--- config.mk ---
export PLATFORM = sky130hd
export DESIGN_NAME = dct_idct_8x8_core_flat
export DESIGN_NICKNAME = d
export VERILOG_FILES = /design/src/design/dct_pkg.sv /design/src/design/dct_stream_if.sv /design/src/design/dct_datapath.sv /design/src/design/dct_ctrl.sv /design/src/design/dct_idct_8x8_core.sv /design/src/flat_wrapper.sv
export VERILOG_INCLUDE_DIRS = /design/src /design/src/design
export SDC_FILE = /design/constraint.sdc
export NUM_CORES = 2
export LEC_CHECK = 0
export BUFFER_PORTS_ARGS = -buffer_cell sky130_fd_sc_hd__buf_2
export CORE_UTILIZATION = 45
export CTS_BUF_LIST = sky130_fd_sc_hd__clkbuf_16
export DETAILED_ROUTE_END_ITERATION = 10
export GPL_ROUTABILITY_DRIVEN = 0
export HOLD_SLACK_MARGIN = 0.12
export SLEW_MARGIN = 40
export SYNTH_ARGS = -nofsm -noshare
export SYNTH_HDL_FRONTEND = slang
export SYNTH_SLANG_ARGS = --single-unit
--- constraint.sdc ---
create_clock -name clock -period 8.1 [get_ports clock]
set_input_delay 0.81 -clock clock [delete_from_list [all_inputs] [get_ports clock]]
set_output_delay 0.81 -clock clock [all_outputs]
set_load 0.05 [all_outputs]
--- src/design/dct_idct_8x8_core_defines.svh ---
// Assertion macros for the 8x8 DCT core.
`ifndef DCT_IDCT_8X8_CORE_DEFINES_SVH
`define DCT_IDCT_8X8_CORE_DEFINES_SVH
// Implication checked on every rising clock edge outside reset.
`define DCT_ASSERT_IMPL(label, clk, rst, ante, cons, msg) \
   label: assert property (@(posedge clk) disable iff (rst) (ante) |-> (cons)) else $error(msg);
// Next-cycle implication outside reset.
`define DCT_ASSERT_NEXT(label, clk, rst, ante, cons, msg) \
   label: assert property (@(posedge clk) disable iff (rst) (ante) |=> (cons)) else $error(msg);
`endif

--- src/design/dct_pkg.sv ---
// Package: constants, cosine table and command/status types for the DCT core.
`timescale 1ns / 1ps
package dct_pkg;
   localparam int SampleWidth = 12;
   localparam int CosFracBits = 14;
   localparam int PartWidth   = 29;
   localparam int AccWidth    = 48;
   localparam int ShiftBits   = 2 * CosFracBits + 2;

   typedef logic signed [CosFracBits+1:0] cos_type;

   // T[k][n] rounded to 14 fraction bits
   function automatic cos_type cos_lookup(input logic [2:0] k, input logic [2:0] n);
      logic [5:0] idx;
      cos_type v;
      idx = {k, n};
      case (k)
         3'd0: v = 16'sd11585;
         3'd1: case (n)
            3'd0: v = 16'sd16069; 3'd1: v = 16'sd13623; 3'd2: v = 16'sd9102;
            3'd3: v = 16'sd3196;  3'd4: v = -16'sd3196; 3'd5: v = -16'sd9102;
            3'd6: v = -16'sd13623; default: v = -16'sd16069;
         endcase
         3'd2: case (n)
            3'd0, 3'd7: v = 16'sd15137; 3'd1, 3'd6: v = 16'sd6270;
            3'd2, 3'd5: v = -16'sd6270; default: v = -16'sd15137;
         endcase
         3'd3: case (n)
            3'd0: v = 16'sd13623; 3'd1: v = -16'sd3196; 3'd2: v = -16'sd16069;
            3'd3: v = -16'sd9102; 3'd4: v = 16'sd9102;  3'd5: v = 16'sd16069;
            3'd6: v = 16'sd3196;  default: v = -16'sd13623;
         endcase
         3'd4: case (n)
            3'd0, 3'd3, 3'd4, 3'd7: v = 16'sd11585;
            default: v = -16'sd11585;
         endcase
         3'd5: case (n)
            3'd0: v = 16'sd9102;  3'd1: v = -16'sd16069; 3'd2: v = 16'sd3196;
            3'd3: v = 16'sd13623; 3'd4: v = -16'sd13623; 3'd5: v = -16'sd3196;
            3'd6: v = 16'sd16069; default: v = -16'sd9102;
         endcase
         3'd6: case (n)
            3'd0, 3'd7: v = 16'sd6270; 3'd1, 3'd6: v = -16'sd15137;
            3'd2, 3'd5: v = 16'sd15137; default: v = -16'sd6270;
         endcase
         default: case (n)
            3'd0: v = 16'sd3196;  3'd1: v = -16'sd9102; 3'd2: v = 16'sd13623;
            3'd3: v = -16'sd16069; 3'd4: v = 16'sd16069; 3'd5: v = -16'sd13623;
            3'd6: v = 16'sd9102;  default: v = -16'sd3196;
         endcase
      endcase
      if (idx == 6'd0) v = 16'sd11585;
      return v;
   endfunction

   typedef struct packed {
      logic       wr_sample;   // store incoming item
      logic [5:0] wr_addr;
      logic       pass;        // 0 row pass, 1 column pass
      logic       mac_clear;   // first term of a sum
      logic       mac_en;
      logic [2:0] a;
      logic [2:0] b;
      logic [2:0] t;
      logic       mac_done;    // last term issued: store or emit
      logic       direction;
   } cmd_type;

   typedef struct packed {
      logic       res_valid;
      logic       res_busy;
   } sts_type;
endpackage

--- src/design/dct_stream_if.sv ---
// Valid/ready stream interfaces for the DCT core.
`timescale 1ns / 1ps
interface dct_req_if;
   logic valid;
   logic ready;
   logic signed [11:0] sample_value;
   modport source (output valid, output sample_value, input ready);
   modport sink (input valid, input sample_value, output ready);
endinterface

interface dct_rsp_if;
   logic valid;
   logic ready;
   logic signed [15:0] result_value;
   logic [5:0] result_index;
   logic result_last;
   modport source (output valid, output result_value, output result_index,
                   output result_last, input ready);
   modport sink (input valid, input result_value, input result_index,
                 input result_last, output ready);
endinterface

--- src/design/dct_datapath.sv ---
// Datapath: block and partial stores, shared MAC, rounding and output register.
`timescale 1ns / 1ps
module dct_datapath import dct_pkg::*; (
   input  logic                   clock,
   input  logic                   reset,
   input  cmd_type                cmd,
   input  logic signed [11:0]     sample_in,
   input  logic                   rsp_ready,
   output logic                   rsp_valid,
   output logic signed [15:0]     rsp_value,
   output logic [5:0]             rsp_index,
   output logic                   rsp_last,
   output sts_type                sts
);
   logic signed [11:0]        block_mem [64];
   logic signed [PartWidth-1:0] part_mem [64];

   // stage 1: registered memory reads and coefficient
   logic signed [11:0]          blk_rd_ff;
   logic signed [PartWidth-1:0] part_rd_ff;
   cos_type                     coef_ff;
   logic                        s1_v_ff, s1_clr_ff, s1_done_ff, s1_pass_ff;
   logic [5:0]                  s1_dst_ff;
   // stage 2: product
   logic signed [AccWidth-1:0]  prod_ff;
   logic                        s2_v_ff, s2_clr_ff, s2_done_ff, s2_pass_ff;
   logic [5:0]                  s2_dst_ff;
   // stage 3: accumulator
   logic signed [AccWidth-1:0]  acc_ff, acc_in;
   logic                        s3_v_ff, s3_pass_ff;
   logic [5:0]                  s3_dst_ff;
   // output register
   logic                        out_v_ff;
   logic signed [15:0]          out_val_ff;
   logic [5:0]                  out_idx_ff;

   logic [2:0] ck, cn;
   logic [5:0] blk_addr, part_addr, dst;
   logic signed [AccWidth-1:0] mag_sum;
   logic [AccWidth-1:0] mag;
   logic [AccWidth-ShiftBits:0] rnd;
   logic signed [15:0] sat;

   always_comb begin
      // row: T[a][t]*x[t][b] (inverse T[t][a]); column: T[b][t] (inverse T[t][b])
      if (!cmd.pass) begin
         ck = cmd.direction ? cmd.t : cmd.a;
         cn = cmd.direction ? cmd.a : cmd.t;
      end else begin
         ck = cmd.direction ? cmd.t : cmd.b;
         cn = cmd.direction ? cmd.b : cmd.t;
      end
      blk_addr  = {cmd.t, cmd.b};
      part_addr = {cmd.a, cmd.t};
      dst       = {cmd.a, cmd.b};
   end

   always_ff @(posedge clock) begin
      if (cmd.wr_sample) block_mem[cmd.wr_addr] <= sample_in;
      blk_rd_ff  <= block_mem[blk_addr];
      part_rd_ff <= part_mem[part_addr];
      coef_ff    <= cos_lookup(ck, cn);
      s1_clr_ff  <= cmd.mac_clear;
      s1_done_ff <= cmd.mac_done;
      s1_pass_ff <= cmd.pass;
      s1_dst_ff  <= dst;
      prod_ff    <= s1_pass_ff
                    ? AccWidth'(part_rd_ff * coef_ff)
                    : AccWidth'(blk_rd_ff * coef_ff);
      s2_clr_ff  <= s1_clr_ff;
      s2_done_ff <= s1_done_ff;
      s2_pass_ff <= s1_pass_ff;
      s2_dst_ff  <= s1_dst_ff;
      if (s2_v_ff) acc_ff <= acc_in;
      s3_pass_ff <= s2_pass_ff;
      s3_dst_ff  <= s2_dst_ff;
      if (s3_v_ff && !s3_pass_ff) part_mem[s3_dst_ff] <= PartWidth'(acc_ff);
      if (s3_v_ff && s3_pass_ff) begin
         out_val_ff <= sat;
         out_idx_ff <= s3_dst_ff;
      end
   end

   assign acc_in = s2_clr_ff ? prod_ff : acc_ff + prod_ff;

   always_ff @(posedge clock) begin
      if (reset) begin
         s1_v_ff  <= 1'b0;
         s2_v_ff  <= 1'b0;
         s3_v_ff  <= 1'b0;
         out_v_ff <= 1'b0;
      end else begin
         s1_v_ff <= cmd.mac_en;
         s2_v_ff <= s1_v_ff;
         s3_v_ff <= s2_v_ff && s2_done_ff;
         if (s3_v_ff && s3_pass_ff) out_v_ff <= 1'b1;
         else if (rsp_ready) out_v_ff <= 1'b0;
      end
   end

   // round half away from zero, saturate
   always_comb begin
      mag_sum = acc_ff;
      mag = mag_sum[AccWidth-1] ? AccWidth'(-mag_sum) : AccWidth'(mag_sum);
      rnd = (AccWidth-ShiftBits+1)'((mag + (AccWidth'(1) << (ShiftBits-1))) >> ShiftBits);
      if (mag_sum[AccWidth-1])
         sat = (rnd > 32768) ? -16'sd32768 : 16'(-rnd);
      else
         sat = (rnd > 32767) ? 16'sd32767 : 16'(rnd);
   end

   assign rsp_valid = out_v_ff;
   assign rsp_value = out_val_ff;
   assign rsp_index = out_idx_ff;
   assign rsp_last  = (out_idx_ff == 6'd63);
   assign sts       = '{res_valid: out_v_ff, res_busy: s1_v_ff | s2_v_ff | s3_v_ff};
endmodule

--- src/design/dct_ctrl.sv ---
// Controller: collects the block and sequences the row and column passes.
`timescale 1ns / 1ps
module dct_ctrl import dct_pkg::*; (
   input  logic     clock,
   input  logic     reset,
   input  logic     direction,
   input  logic     req_valid,
   output logic     req_ready,
   input  logic     rsp_ready,
   input  sts_type  sts,
   output cmd_type  cmd
);
   localparam logic [1:0] ST_LOAD = 2'd0;
   localparam logic [1:0] ST_ROW  = 2'd1;
   localparam logic [1:0] ST_DRN  = 2'd2;
   localparam logic [1:0] ST_COL  = 2'd3;

   logic [1:0] state_ff, state_in;
   logic [5:0] count_ff, count_in;
   logic [8:0] step_ff, step_in;     // {a, b, t}
   logic       dir_ff, dir_in;
   logic       issue, accept;

   assign accept = req_valid && req_ready;
   assign req_ready = (state_ff == ST_LOAD);
   // column results leave through a single output register: issue the last
   // term of a sum only when that register is free as the result arrives
   assign issue = (state_ff == ST_ROW) ||
                  (state_ff == ST_COL && (step_ff[2:0] != 3'd7 ||
                   (!sts.res_valid || rsp_ready) && !sts.res_busy));

   always_comb begin
      state_in = state_ff;
      count_in = count_ff;
      step_in  = step_ff;
      dir_in   = dir_ff;
      case (state_ff)
         ST_LOAD: if (accept) begin
            count_in = count_ff + 6'd1;
            if (count_ff == 6'd63) begin
               state_in = ST_ROW;
               step_in  = '0;
               dir_in   = direction;
            end
         end
         ST_ROW: begin
            step_in = step_ff + 9'd1;
            if (step_ff == 9'd511) state_in = ST_DRN;
         end
         ST_DRN: if (!sts.res_busy) state_in = ST_COL;
         ST_COL: if (issue) begin
            step_in = step_ff + 9'd1;
            if (step_ff == 9'd511) state_in = ST_LOAD;
         end
         default: state_in = ST_LOAD;
      endcase
   end

   always_ff @(posedge clock) begin
      if (reset) begin
         state_ff <= ST_LOAD;
         count_ff <= '0;
         step_ff  <= '0;
         dir_ff   <= 1'b0;
      end else begin
         state_ff <= state_in;
         count_ff <= count_in;
         step_ff  <= step_in;
         dir_ff   <= dir_in;
      end
   end

   always_comb begin
      cmd.wr_sample = accept;
      cmd.wr_addr   = count_ff;
      cmd.pass      = (state_ff == ST_COL);
      cmd.a         = step_ff[8:6];
      cmd.b         = step_ff[5:3];
      cmd.t         = step_ff[2:0];
      cmd.mac_en    = issue;
      cmd.mac_clear = (step_ff[2:0] == 3'd0);
      cmd.mac_done  = (step_ff[2:0] == 3'd7);
      cmd.direction = dir_ff;
   end
endmodule

--- src/design/dct_idct_8x8_core.sv ---
// Top level: 8x8 forward/inverse DCT core with one shared multiply-accumulate.
//
//   channel  ports   dir  payload
//   request  req_*   in   sample_value (12b signed)
//   response rsp_*   out  result_value (16b s), result_index (6b), result_last
//   control  csr_*   in   direction (1b), write only
//
// An item is taken each cycle while the block is loading.
// After the 64th item one MAC runs 512 row steps, waits for the pipeline to
// drain, then runs 64 column sums (the closing term of a sum waits for the
// pipeline to empty); no new item is taken until the column pass ends.
// Reset is synchronous and active high; stores are left undefined.
// Hold the column pass while the output register waits on rsp.ready.
`timescale 1ns / 1ps
`include "dct_idct_8x8_core_defines.svh"
module dct_idct_8x8_core import dct_pkg::*; (
   input  logic          clock,
   input  logic          reset,
   dct_req_if.sink       req,
   dct_rsp_if.source     rsp,
   input  logic          csr_we,
   input  logic          csr_wdata
);
   logic    direction_ff;
   cmd_type cmd;
   sts_type sts;

   // latch direction; the controller samples it when the last item of a block is taken
   always_ff @(posedge clock) begin
      if (reset) direction_ff <= 1'b0;
      else if (csr_we) direction_ff <= csr_wdata;
   end

   dct_ctrl u_ctrl (
      .clock     (clock),
      .reset     (reset),
      .direction (direction_ff),
      .req_valid (req.valid),
      .req_ready (req.ready),
      .rsp_ready (rsp.ready),
      .sts       (sts),
      .cmd       (cmd)
   );

   dct_datapath u_dp (
      .clock     (clock),
      .reset     (reset),
      .cmd       (cmd),
      .sample_in (req.sample_value),
      .rsp_ready (rsp.ready),
      .rsp_valid (rsp.valid),
      .rsp_value (rsp.result_value),
      .rsp_index (rsp.result_index),
      .rsp_last  (rsp.result_last),
      .sts       (sts)
   );

   `DCT_ASSERT_IMPL(a_no_mac_while_loading, clock, reset, req.ready, !cmd.mac_en, "MAC step issued while loading")
   `DCT_ASSERT_IMPL(a_last_index, clock, reset, rsp.valid && rsp.result_last, rsp.result_index == 6'd63, "last flag off index 63")
   `DCT_ASSERT_NEXT(a_out_hold, clock, reset, rsp.valid && !rsp.ready, rsp.valid && $stable(rsp.result_index) && $stable(rsp.result_value), "result dropped while stalled")
endmodule

--- src/flat_wrapper.sv ---
// flat-port wrapper written by rule: the top's interface ports become plain ports
module dct_idct_8x8_core_flat import dct_pkg::*;
  (clock, reset, csr_we, csr_wdata, req_valid, req_sample_value, req_ready, rsp_valid, rsp_result_value, rsp_result_index, rsp_result_last, rsp_ready);
  dct_req_if req_i ();
  dct_rsp_if rsp_i ();
  input  logic clock;
  input  logic reset;
  input  logic csr_we;
  input  logic csr_wdata;
  input wire logic [$bits(req_i.valid)-1:0] req_valid;
  input wire logic [$bits(req_i.sample_value)-1:0] req_sample_value;
  output wire logic [$bits(req_i.ready)-1:0] req_ready;
  output wire logic [$bits(rsp_i.valid)-1:0] rsp_valid;
  output wire logic [$bits(rsp_i.result_value)-1:0] rsp_result_value;
  output wire logic [$bits(rsp_i.result_index)-1:0] rsp_result_index;
  output wire logic [$bits(rsp_i.result_last)-1:0] rsp_result_last;
  input wire logic [$bits(rsp_i.ready)-1:0] rsp_ready;
  assign req_i.valid = req_valid;
  assign req_i.sample_value = req_sample_value;
  assign req_ready = req_i.ready;
  assign rsp_valid = rsp_i.valid;
  assign rsp_result_value = rsp_i.result_value;
  assign rsp_result_index = rsp_i.result_index;
  assign rsp_result_last = rsp_i.result_last;
  assign rsp_i.ready = rsp_ready;
  dct_idct_8x8_core u_core (.clock(clock), .reset(reset), .req(req_i), .rsp(rsp_i), .csr_we(csr_we), .csr_wdata(csr_wdata));
endmodule
==> results.md <==
* End-of-flow core utilization at 0.5067
* Post-CTS Setup Bufs at 0
* Reg2Reg Launch Point: u_core.u_dp.coef_ff[10]
* Compound-gate portion of the synthesized area at 0.02902
* Global-route wire length before repair at 504.9 mm
* Max-slew violation count at 0
* CTS buffer count at 304
* Overall die height at 549.0 um
* Number of iterations in the first detailed-routing pass at 6
* Overflow left after global routing at 0
* Synth top area share at 0.6008
* Total number of placement rows at 200
* Synth warnings at 0
* Min Hold Slack at 0.2246 ns
* Maximum net fanout on the critical path at 27
* CP Launch Type: register
* Reported max-cap violation count at 0
* Number of synthesized flops with an enable pin at 2,694
* CTS Hold Bufs at 0
* Average wire per standard cell at 28.13 um
* Cell type with the highest aggregate area in the netlist: sky130_fd_sc_hd__edfxtp_1
* # fillers at 24,100
* Time the worst path needs with I/O delays and setup at 7.409 ns
* Cell types occupying the most area after synthesis: sky130_fd_sc_hd__edfxtp_1, sky130_fd_sc_hd__mux4_2, sky130_fd_sc_hd__fa_1, sky130_fd_sc_hd__dfxtp_1, sky130_fd_sc_hd__ha_1
* Die footprint at 301,400 um2
* Skew-Pair Late Insertion Delay at 0.88 ns
* Post-synthesis simple-gate area fraction at 0.04734
* Starting density of the core at 0.4530
* Number of hold violations in the final report at 0
* Area share of xor/xnor cells in the synthesized design at 0.009682
* Number of nets in the synthesized netlist at 8,685
* Seq/Total Area, Yosys at 0.6229
* Max H-tree Level at 5
* Critical setup path kind: register to register
* Finish-stage setup viols at 0
* Count of unique library cells instantiated by Yosys at 79
* Register bit count reported by yosys at 2,843
* Arrival time of data at the critical path endpoint at 8.14 ns
* CTS Buffer Depth at 4
* CTS tree: built
* Pin count of the biggest net entering global routing at 120
* Outcome: complete, no violations
* Primary FF master, synth: sky130_fd_sc_hd__edfxtp_1
* Areal power density over the cells at 209.7 nW/um2
* Fraction of synthesis flops using an asynchronous set or reset pin at 0
* Fraction of the cycle the final worst path needs at 0.9147
* Via count at 70,890
* Iter 0 DRT Violations at 6,894
* Post-synthesis cell area at 134,700 um2
* Worst clock skew at 0.1169 ns
* Setup repair after global routing missed its margin: no
* Vias in the first global route at 74,080
* I/O pins at 43
* Initial antenna violation count at 29
* Dominant combinational cell family by area after synthesis: multiplexers
* Number of nets with antenna violations after detailed routing at 0
* Setup WS post-layout at 0.6911 ns
* Clock Root Buffer: sky130_fd_sc_hd__clkbuf_16
* Hold Path Class: primary input to register
* Required time of the critical path at 8.83 ns
* Post-Synthesis Cells at 7,821
* Achievable clock frequency at 135.0 MHz
* Share of final-layout standard cells stronger than drive strength 1 at 0.2109
* Final routed wirelength across all metal layers at 342.3 mm
* Combined global-route utilization of all metal layers at 0.2295
* CTS resizes at 0
* Avg Synthesized Cell Area at 17.22 um2
* Total Nets Final at 8,855
* Worst hold path startpoint: csr_wdata
* Slew at the pin with the worst max-slew slack at 0.9986 ns
* Port Buf Inserts at 42
* Average via count per standard cell at 5.826
* Clock-pin slew on the worst setup and hold paths at 0.06 ns
* Setup TNS after final layout at 0 ns
* Start point of the critical path: u_core.u_dp.coef_ff[10]
* Number of remaining DRC errors at 0
* Adder-cell share of the synthesized area at 0.1133
* Worst IR drop on VDD at 0.0002001 V
* Share of synthesized area spent on multiplexers at 0.1465
* Post-DP HPWL at 207.9 mm
* Area growth, synth to finish at 11.86%
* CTS sink cnt at 2,843
* CORE AREA at 297,300 um2
* Worst setup slack after placement at 0.6653 ns
* Static leakage power at 0.05089 uW
* Endpoint type of the worst setup path: register
* Slew Limit Headroom at 0.3343
* Die span in x at 549.0 um
## flip-flops by register name, indices dropped and copies added (netlist names), 2 cells and up
register,flops
u_core.u_ctrl.count_ff,6
u_core.u_ctrl.state_ff,2
u_core.u_ctrl.step_ff,9
u_core.u_dp.acc_ff,48
u_core.u_dp.blk_rd_ff,12
u_core.u_dp.block_mem,768
u_core.u_dp.coef_ff,15
u_core.u_dp.part_mem,1856
u_core.u_dp.part_rd_ff,29
u_core.u_dp.prod_ff,45
u_core.u_dp.rsp_index,6
u_core.u_dp.rsp_value,16
u_core.u_dp.s1_dst_ff,6
u_core.u_dp.s2_dst_ff,6
u_core.u_dp.s3_dst_ff,6
## layer usage
| metal | share of wire | vias to the layer above | GRT usage |
|---|---|---|---|
| li1 | - | 29810 | - |
| met4 | 0.025 | 6 | 0.05879 |
| met5 | 0.00012 | - | 0 |
| met1 | 0.42 | 37970 | 0.3254 |
| met2 | 0.48 | 2600 | 0.3750 |
| met3 | 0.069 | 509 | 0.03264 |
## power by group
part	switching (uW)	internal, uW	leakage (uW)
Clock	5690	7770	0.00497
Combinational	1210	818	0.0205
Sequential	94.8	16000	0.0255
## kinds of logic after synthesis
logic type	count (synthesis)
flip-flops	2843
AND/OR/NAND/NOR	1359
buffers and inverters	1118
multiplexers	893
adder cells (fa/ha/maj)	846
AO/OA/AOI/OAI	614
XOR/XNOR	148
## cells in the mapped netlist (17+ instances only)
cell                          n
sky130_fd_sc_hd__edfxtp_1  2694
sky130_fd_sc_hd__mux4_2     861
sky130_fd_sc_hd__inv_1      716
sky130_fd_sc_hd__fa_1       622
sky130_fd_sc_hd__nand2_1    553
sky130_fd_sc_hd__clkbuf_1   338
sky130_fd_sc_hd__nor2_1     288
sky130_fd_sc_hd__and2_1     243
sky130_fd_sc_hd__ha_1       224
sky130_fd_sc_hd__o21ai_0    159
sky130_fd_sc_hd__a21oi_1    153
sky130_fd_sc_hd__dfxtp_1    149
sky130_fd_sc_hd__xnor2_1     88
sky130_fd_sc_hd__a21o_1      87
sky130_fd_sc_hd__xor2_1      59
sky130_fd_sc_hd__buf_1       58
sky130_fd_sc_hd__nand3_1     50
sky130_fd_sc_hd__nor3_1      41
sky130_fd_sc_hd__nand2b_1    40
sky130_fd_sc_hd__a211oi_1    28
sky130_fd_sc_hd__a31oi_1     24
sky130_fd_sc_hd__nand4_1     20
sky130_fd_sc_hd__o22ai_1     20
sky130_fd_sc_hd__and3_1      18
sky130_fd_sc_hd__mux2i_1     18
sky130_fd_sc_hd__nor2b_1     18
sky130_fd_sc_hd__o211ai_1    18
sky130_fd_sc_hd__or3_1       17
## path summary, 6_finish.rpt
path | to | slack, ns | depth (start not counted)
worst max-delay path | u_core.u_dp.prod_ff[41] | 0.69 | 25
worst min-delay path | u_core.direction_ff | 0.22 | 3
worst max register to register | u_core.u_dp.prod_ff[41] | 0.69 | 25
worst min register to register | u_core.u_dp.s2_clr_ff | 0.32 | 0
## cell type report
cell class / instances / area [um2] / share of cell area
Sequential cell: 2843 / 83940 / 0.5573
Clock buffer: 311 / 7782 / 0.05167
Timing Repair Buffer: 263 / 2242 / 0.01488
Inverter: 719 / 2699 / 0.01792
Multi-Input combinational cell: 3860 / 47220 / 0.3135
Antenna cell: 10 / 25.02 / 0.0001661
Clock inverter: 223 / 1793 / 0.01190
Tap cell: 3939 / 4928 / 0.03272
## critical path: stages, from the launching register on
cell	delay, ns
sky130_fd_sc_hd__dfxtp_2	0.87
sky130_fd_sc_hd__buf_4	0.38
sky130_fd_sc_hd__nand2_1	0.12
sky130_fd_sc_hd__fa_1	0.46
sky130_fd_sc_hd__inv_1	0.08
sky130_fd_sc_hd__fa_1	0.40
sky130_fd_sc_hd__inv_1	0.09
sky130_fd_sc_hd__fa_1	0.39
sky130_fd_sc_hd__inv_1	0.09
sky130_fd_sc_hd__fa_1	0.43
sky130_fd_sc_hd__fa_1	0.49
sky130_fd_sc_hd__inv_1	0.05
sky130_fd_sc_hd__fa_1	0.47
sky130_fd_sc_hd__inv_1	0.04
sky130_fd_sc_hd__ha_1	0.31
sky130_fd_sc_hd__nand3_1	0.16
sky130_fd_sc_hd__or2_2	0.33
sky130_fd_sc_hd__a211oi_1	0.32
sky130_fd_sc_hd__o211a_1	0.26
sky130_fd_sc_hd__o2111ai_1	0.20
sky130_fd_sc_hd__a211oi_1	0.41
sky130_fd_sc_hd__o41ai_1	0.20
sky130_fd_sc_hd__a211oi_1	0.25
sky130_fd_sc_hd__a21oi_1	0.11
sky130_fd_sc_hd__xnor2_1	0.14
sky130_fd_sc_hd__a21o_1	0.18
## through the flow
stage | instance area (um2) | total power, uW | cells
final | 150600 | 31590 | 12170
after global routing | 150600 | 32570 | 12160
after CTS | 150400 | 31840 | 12150
after detailed placement | 140900 | 18440 | 11620
after global placement | 140500 | 18390 | 11610
after floorplan | 134700 | 17810 | 7821
## layout by cell type (no fill, tap or decap), types with 15 or more instances in the layout
| cell type | count |
|---|---|
| sky130_fd_sc_hd__o22ai_1 | 20 |
| sky130_fd_sc_hd__clkinv_1 | 54 |
| sky130_fd_sc_hd__buf_12 | 15 |
| sky130_fd_sc_hd__and2_1 | 243 |
| sky130_fd_sc_hd__nor2_1 | 191 |
| sky130_fd_sc_hd__nor2b_1 | 18 |
| sky130_fd_sc_hd__a31oi_1 | 24 |
| sky130_fd_sc_hd__o211ai_1 | 18 |
| sky130_fd_sc_hd__nor3_1 | 41 |
| sky130_fd_sc_hd__nand2_1 | 549 |
| sky130_fd_sc_hd__clkinv_2 | 49 |
| sky130_fd_sc_hd__and3_1 | 18 |
| sky130_fd_sc_hd__a21oi_1 | 153 |
| sky130_fd_sc_hd__a211oi_1 | 26 |
| sky130_fd_sc_hd__mux4_2 | 861 |
| sky130_fd_sc_hd__buf_4 | 196 |
| sky130_fd_sc_hd__o21ai_0 | 159 |
| sky130_fd_sc_hd__nand3_1 | 47 |
| sky130_fd_sc_hd__mux2i_1 | 18 |
| sky130_fd_sc_hd__nor2_4 | 72 |
| sky130_fd_sc_hd__buf_2 | 34 |
| sky130_fd_sc_hd__xor2_1 | 59 |
| sky130_fd_sc_hd__edfxtp_1 | 2694 |
| sky130_fd_sc_hd__xnor2_1 | 88 |
| sky130_fd_sc_hd__inv_1 | 785 |
| sky130_fd_sc_hd__a21o_1 | 86 |
| sky130_fd_sc_hd__nor2_2 | 25 |
| sky130_fd_sc_hd__or3_1 | 17 |
| sky130_fd_sc_hd__nand4_1 | 20 |
| sky130_fd_sc_hd__dfxtp_1 | 114 |
| sky130_fd_sc_hd__fa_1 | 622 |
| sky130_fd_sc_hd__clkbuf_16 | 311 |
| sky130_fd_sc_hd__nand2b_1 | 40 |
| sky130_fd_sc_hd__ha_1 | 224 |
| sky130_fd_sc_hd__bufinv_16 | 25 |
| sky130_fd_sc_hd__o21a_1 | 15 |
| sky130_fd_sc_hd__dfxtp_2 | 28 |
Power figures use the tool's default switching activity.
